`config.mk`:
```
export PLATFORM = sky130hd
export DESIGN_NAME = tjq_div
export DESIGN_NICKNAME = d
export VERILOG_FILES = /design/src/hw/rtl/tjq_pkg.sv /design/src/hw/rtl/tjq_div.sv
export SDC_FILE = /design/constraint.sdc
export NUM_CORES = 1
export LEC_CHECK = 0
export BUFFER_PORTS_ARGS = -buffer_cell sky130_fd_sc_hd__buf_4
export CORE_UTILIZATION = 43
export CTS_BUF_LIST = sky130_fd_sc_hd__clkbuf_2
export CTS_CLUSTER_DIAMETER = 30
export DETAILED_ROUTE_END_ITERATION = 16
export SYNTH_ARGS = -nofsm -noshare
export SYNTH_HDL_FRONTEND = slang
export SYNTH_SLANG_ARGS = --single-unit
```
`constraint.sdc`:
```
create_clock -name i_clk -period 5.1 [get_ports i_clk]
set_input_delay 1.02 -clock i_clk [delete_from_list [all_inputs] [get_ports i_clk]]
set_output_delay 1.02 -clock i_clk [all_outputs]
set_load 0.03 [all_outputs]
```
`src/hw/rtl/tjq_pkg.sv`:
```
// ----------------------------------------------------------------------------
// tjq_pkg: shared types and constants of the timed job queue
// Slot pool geometry, field widths, command and status codes, sequencer states.
// ----------------------------------------------------------------------------
package tjq_pkg;

    localparam int SLOTS     = 32;
    localparam int SLOT_BITS = $clog2(SLOTS);
    localparam int LINK_BITS = SLOT_BITS + 1;
    localparam int TIME_BITS = 48;
    localparam int PER_BITS  = 32;
    localparam int TAG_BITS  = 16;
    localparam int CNT_BITS  = $clog2(TIME_BITS + 1);

    localparam logic [LINK_BITS-1:0] NONE_SLOT = LINK_BITS'(SLOTS);
    localparam logic [TIME_BITS-1:0] TIME_MAX  = '1;

    typedef logic [1:0] t_cmd;
    localparam t_cmd CMD_ONCE     = 2'd0;
    localparam t_cmd CMD_PERIODIC = 2'd1;
    localparam t_cmd CMD_DISPATCH = 2'd2;
    localparam t_cmd CMD_DONE     = 2'd3;

    typedef logic [2:0] t_status;
    localparam t_status ST_QUEUED     = 3'd0;
    localparam t_status ST_DISPATCHED = 3'd1;
    localparam t_status ST_NOTHING    = 3'd2;
    localparam t_status ST_FULL       = 3'd3;
    localparam t_status ST_BAD        = 3'd4;

    typedef enum logic [3:0] {
        S_IDLE,
        S_DECODE,
        S_DIV,
        S_ALLOC_RQ,
        S_ALLOC,
        S_DISP,
        S_COMP,
        S_WALK_RQ,
        S_WALK,
        S_LINK,
        S_LINK2,
        S_RESULT
    } t_state;

endpackage

```
`src/hw/rtl/tjq_div.sv`:
```
// ----------------------------------------------------------------------------
// tjq_div: next interval multiple
// Restoring remainder, one dividend bit per cycle, then align and saturate.
// ----------------------------------------------------------------------------
module tjq_div (
    input  logic                          i_clk,
    input  logic                          i_rst_n,
    input  logic                          i_start,
    input  logic [tjq_pkg::TIME_BITS-1:0] i_now,
    input  logic [tjq_pkg::PER_BITS-1:0]  i_per,
    output logic                          o_done,
    output logic [tjq_pkg::TIME_BITS-1:0] o_next
);
    import tjq_pkg::*;

    logic                  r_busy, r_fin, r_done;
    logic [CNT_BITS-1:0]   r_cnt;
    logic [PER_BITS-1:0]   r_rem, r_per;
    logic [TIME_BITS-1:0]  r_num, r_now, r_next;
    logic [PER_BITS:0]     trial;
    logic [TIME_BITS-1:0]  base;
    logic [TIME_BITS:0]    sum;

    assign trial = {r_rem, r_num[TIME_BITS-1]};
    assign base  = r_now - TIME_BITS'(r_rem);
    assign sum   = {1'b0, base} + (TIME_BITS+1)'(r_per);

    always_ff @(posedge i_clk) begin
        if (!i_rst_n) begin
            r_busy <= 1'b0;
            r_fin  <= 1'b0;
            r_done <= 1'b0;
        end else begin
            r_done <= r_fin;
            r_fin  <= 1'b0;
            if (i_start) begin
                r_busy <= 1'b1;
            end else if (r_busy && r_cnt == CNT_BITS'(TIME_BITS - 1)) begin
                r_busy <= 1'b0;
                r_fin  <= 1'b1;
            end
        end
    end

    always_ff @(posedge i_clk) begin
        if (i_start) begin
            r_cnt <= '0;
            r_rem <= '0;
            r_num <= i_now;
            r_now <= i_now;
            r_per <= i_per;
        end else if (r_busy) begin
            r_cnt <= r_cnt + 1'b1;
            r_num <= {r_num[TIME_BITS-2:0], 1'b0};
            if (trial >= {1'b0, r_per}) begin
                r_rem <= PER_BITS'(trial - {1'b0, r_per});
            end else begin
                r_rem <= trial[PER_BITS-1:0];
            end
        end
        if (r_fin) begin
            r_next <= sum[TIME_BITS] ? TIME_MAX : sum[TIME_BITS-1:0];
        end
    end

    assign o_done = r_done;
    assign o_next = r_next;

endmodule

```
==> Word level (Yosys, flattened, before mapping) <==
Cells that the tools add are included.
{ "totals": {"in_bits": 83, "ff_bits": 217} }
{ "classes": {"reduce_logical": 4, "muxes": 6, "bitwise": 1, "n_eq_ne": 1, "addsub": 4, "magnitude_cmp": 1} }
{ "op_table": {"columns": ["cell", "count"], "rows": [
  ["48-bit 2-to-1 mux", 2],
  ["48-bit by 32-bit adder with 49-bit output", 1],
  ["48-bit by 32-bit subtractor with 48-bit output", 1],
  ["33-bit by 32-bit >= comparator with 1-bit output", 1],
  ["32-bit 2-to-1 mux", 1],
  ["32-bit subtractor", 1],
  ["6-bit by 1-bit adder with 6-bit output, second input constant", 1],
  ["6-bit equality test, second input constant", 1],
  ["2-bit nonzero test", 2],
  ["1-bit 2-to-1 mux", 3],
  ["2-bit OR reduction", 1],
  ["1-bit logical AND", 1],
  ["1-bit NOT", 1]
]} }

==> Longest topological paths before layout <==
{ "depth": {"ltp_word": 4, "depth_mapped": 24, "mapped_depth_nobuf": 22} }

==> Worst setup path after synthesis <==
No wires, ideal clock.
{ "synth_timing": {"path_type": "reg2reg", "start": "register r_rem[0]", "end": "register r_next[44] (netlist: o_next[44]) (data pin)", "synth_period_minus_slack_ns": 4.686, "setup_slack_ns": 0.414, "arrival_ns": 4.410, "stages_incl_launch_ff": 23, "n_path_buf": 2, "cell_sequence": "dfxtp_1 > ha_1 > fa_1 > nand2b_1 > a21oi_2 > o21a_1 > o311ai_1 > nand2_1 > inv_1 > o21ai_0 > xor2_1 > ha_1 > clkbuf_1 > nand4_1 > or3_1 > o21ai_1 > a21oi_1 > o21ai_1 > o21ai_0 > nor3_2 > buf_2 > nand3_1 > mux2i_1"} }
{ "synth_between": {"elab_chain_cells": 2} }
{ "synth_lines": {"columns": ["element", "line", "source"], "rows": [
  ["start, declared", "tjq_div.sv:18", "logic [PER_BITS-1:0] r_rem, r_per;"],
  ["start signal, assigned", "tjq_div.sv:56", "r_rem <= PER_BITS'(trial - {1'b0, r_per});"],
  ["start signal, assigned", "tjq_div.sv:58", "r_rem <= trial[PER_BITS-1:0];"],
  ["48-bit by 32-bit subtractor with 48-bit output", "tjq_div.sv:25", "assign base = r_now - TIME_BITS'(r_rem);"],
  ["48-bit by 32-bit adder with 49-bit output", "tjq_div.sv:26", "assign sum = {1'b0, base} + (TIME_BITS+1)'(r_per);"],
  ["end signal, assigned", "tjq_div.sv:62", "r_next <= sum[TIME_BITS] ? TIME_MAX : sum[TIME_BITS-1:0];"],
  ["end, declared", "tjq_div.sv:19", "logic [TIME_BITS-1:0] r_num, r_now, r_next;"]
]} }
Every way passes these cells.
A chain may end at the register's enable or synchronous reset.

==> Worst setup path after layout <==
{ "layout_timing": {"start": "register r_rem[0]", "end": "register r_next[28] (netlist: o_next[28]) (data pin)"} }
The elaborated chain is that of the path after synthesis.

==> results.sh <==
export IMPL_synth_edf_count=176
export IMPL_ios=132
export IMPL_yosys_top_cells_area="edfxtp_1, ha_1, dfxtp_1"
export IMPL_r2r_slack_ns=0.26
export IMPL_clock_sinks=217
export IMPL_powerDensity_nw_per_um2=347
export IMPL_ctsRootBufferMaster="clkbuf_2"
export IMPL_yosysMostFrequentCell="edfxtp_1"
export IMPL_place_congestion=0.907
export IMPL_reg2regPathDepth=21
export IMPL_die_y_um=184
export IMPL_startpoint_type="register"
export IMPL_synth_cell_types=85
export IMPL_max_slew_margin_pct=40.5
export IMPL_core_area_um2=32500
export IMPL_ys_seq_elements=217
export IMPL_worstHoldStart="i_now[37]"
export IMPL_grt_setup_unrepaired="false"
export IMPL_ys_top_cells_by_count="edfxtp_1, inv_1, a21oi_1, ha_1, nand2_1"
export IMPL_clock_latency_ns=0.98
export IMPL_period_needed_ns=4.84
export IMPL_crit_path_top_delay_cell="fa_1"
export IMPL_antenna_found_initial=2
export IMPL_tns_ns=0
export IMPL_cp_max_fo=4
export IMPL_seq_area_frac_synth_pct=43.0
export IMPL_nets=1808
export IMPL_drive_gt1_share_pct=21.9
export IMPL_grt_max_degree=76
export IMPL_r2r_start="r_rem[0]"
export IMPL_slew_violations=0
export IMPL_end_kind="register"
export IMPL_crit_path_max_incr_delay_ns=0.41
export IMPL_rows=66
export IMPL_initialDrtViolationCount=996
export IMPL_ir_drop_uv=167
export IMPL_cts_tree="yes"
export IMPL_post_synth_top_area_cell="edfxtp_1"
export IMPL_synthCells=1428
export IMPL_crit_path_frequent_cell="buf_4"
export IMPL_max_clock_freq_ghz=0.207
export IMPL_track_usage_pct=23.3
export IMPL_synth_top_cell_area_share_pct=37.2
export IMPL_avgViaCountPerCell=5.57
export IMPL_hpwl_um=29600
export IMPL_hold_path_cell_count=1
export IMPL_max_cap_violations=0
export IMPL_ys_warnings_count=0
export IMPL_crit_type="reg -> reg"
export IMPL_p_leak_nw=6.84
export IMPL_cts_buffer_depth=3
export IMPL_post_drt_wl_per_cell_um=18.5
export IMPL_final_util_pct=51.0
export IMPL_worst_clock_skew_ns=0.0954
export IMPL_first_pass_iters=6
export IMPL_grt_ovfl_total=0
export IMPL_syn_avg_cell_area_um2=9.95
export IMPL_cp_cell_sequence="ha_1, fa_1, nand2b_1, a21oi_4, buf_4, o41ai_4, o31ai_4, buf_4, xor2_1, ha_1, buf_4, nand2_1, o211ai_1, a22oi_1, o21ai_4, o21a_1, o21ai_0, a21oi_1, a211oi_1, xor2_1, nand2_1"
export IMPL_setup_slack_ns=0.262
export IMPL_dp_slack_ns=0.0558
export IMPL_syn_area_um2=14200
export IMPL_die_area_um2=33800
export IMPL_nFillCells=3133
export IMPL_cts_buffers=68
export IMPL_status="complete, no violations"
export IMPL_antenna_left=0
export IMPL_finalSetupViolations=0
export IMPL_critPathArrivalTime_ns=5.52
export IMPL_grt_pass1_wl_um=60200
export IMPL_port_buffers=131
export IMPL_hold_viol_final=0
export IMPL_whs_endpoint="r_now[37]"
export IMPL_initial_core_util_pct=43.7
export IMPL_ys_async_sr_fraction_pct=0
export IMPL_route_vias_total=11800
export IMPL_htreeDepth=3
export IMPL_timing_rr_end="o_next[28]"
export IMPL_clkTransAtPathRegs_ns=0.10
export IMPL_finalCritPeriodShare_pct=94.9
export IMPL_grt_pass1_vias=11000
export IMPL_drt_total_wl_um=39200
export IMPL_cp_required_ns=5.78
export IMPL_die_x_um=184
export IMPL_route_detailed_drc=0
export IMPL_worst_pin_slew_ns=0.893
export IMPL_ys_flop_type="edfxtp_1"
export IMPL_min_path_type="in -> reg"
export IMPL_syn2layout_area_growth_pct=16.8
export IMPL_synthesis_nets=1616
cells in the final DEF (no fill, tap or decap), types with 11 or more instances in the layout:
cell | netlist | final
a211oi_1 | 13 | 13
a21o_1 | 30 | 30
a21oi_1 | 102 | 98
a311oi_1 | 18 | 18
a31oi_1 | 11 | 11
and3_1 | 15 | 15
buf_4 | 1 | 169
clkbuf_2 | 0 | 93
clkinv_1 | 1 | 16
dfxtp_1 | 41 | 40
edfxtp_1 | 176 | 176
ha_1 | 102 | 101
inv_1 | 103 | 103
mux2_2 | 48 | 48
nand2_1 | 100 | 100
nand2b_1 | 16 | 16
nand3_1 | 46 | 46
nand4_1 | 22 | 22
nor2_1 | 94 | 94
nor2b_1 | 16 | 16
nor3_1 | 32 | 31
o211ai_1 | 22 | 22
o21a_1 | 29 | 29
o21ai_0 | 68 | 64
o21ai_1 | 12 | 13
o21bai_1 | 16 | 15
or3_1 | 12 | 12
xnor2_1 | 53 | 53
xor2_1 | 34 | 34
area by class of cell:
type,instances,area (um^2),share of cell area (%)
Multi-Input combinational cell,1057,7610,45.8
Sequential cell,217,6110,36.8
Timing Repair Buffer,172,1330,7.98
Tap cell,442,553,3.33
Clock buffer,93,465,2.80
Inverter,104,390,2.35
Clock inverter,29,141,0.852
Antenna cell,4,10.0,0.0603
report_power, final:
group	switching (mW)	internal, mW
clock network	0.813	0.514
registers	0.0871	2.12
logic	1.29	0.943
sequential cells by signal, summed over array words and instances (netlist names):
register / flops
o_next: 48
r_num: 48
o_done: 1
r_busy: 1
r_cnt: 6
r_fin: 1
r_rem: 32
r_per: 32
r_now: 48
worst max path at each step:
| stage | end | startpoint | cells past startpoint | slack [ns] |
|---|---|---|---|---|
| 2_1_floorplan | o_next[44] | r_rem[0] | 22 | 0.41 |
| 3_3_place_gp | o_next[42] | r_now[0] | 22 | 0.14 |
| 3_5_place_dp | o_next[38] | r_rem[0] | 21 | 0.06 |
| 4_1_cts | o_next[43] | r_rem[0] | 21 | 0.0009 |
| 5_1_grt | o_next[9] | r_now[9] | 22 | 0.004 |
| 6_report | o_next[28] | r_rem[0] | 21 | 0.26 |
cell families (layout without fill, tap and decap cells):
kind of cell	after synthesis	count (layout)	synth area share (%)
DFF	217	217	43.0
buffers and inverters	154	398	4.22
AOI/OAI and AO/OA	403	403	19.2
xor gates and xnor gates	87	87	5.36
other	0	4	0
and+or+nand+nor	409	409	14.8
adders and majority gates	105	105	9.40
muxes	53	53	4.15
stage by stage:
step	power, mW	cell area, um^2	hold WS [ns]	std cells
floorplan	3.77	14200	0.454	1428
global placement	4.37	15800	0.459	1987
detailed placement	4.39	15800	0.457	1987
CTS	5.75	16400	0.123	2110
global route	6.17	16600	0.137	2116
finish	5.76	16600	0.220	2118
layer usage:
layer  GRT usage (%)  vias to the layer above  part of all wire (%)
li1                -                     5797                     -
met1            34.9                     5546                    50
met2            32.3                      399                    41
met3            4.95                       59                   6.4
met4            8.70                        0                   2.5
met5               0                        -                     0
worst max-delay path, delay by kind of cell (launching register included):
family | cells | cell delay [ns]
simple gates | 3 | 0.37
fa+ha+maj | 3 | 0.93
xor+xnor | 2 | 0.41
buf+inv | 3 | 0.46
flops | 1 | 0.35
compound gates | 10 | 2.04
repair_timing:
item | in CTS | in global routing
gates cloned | 0 | 1
setup endpoints to repair | 2 | 48
resized for setup | 0 | 23
setup buffers | 1 | 3
hold buffers | 0 | 0
pin swaps | 1 | 6
Note: power is estimated with default switching activity, not from simulation.
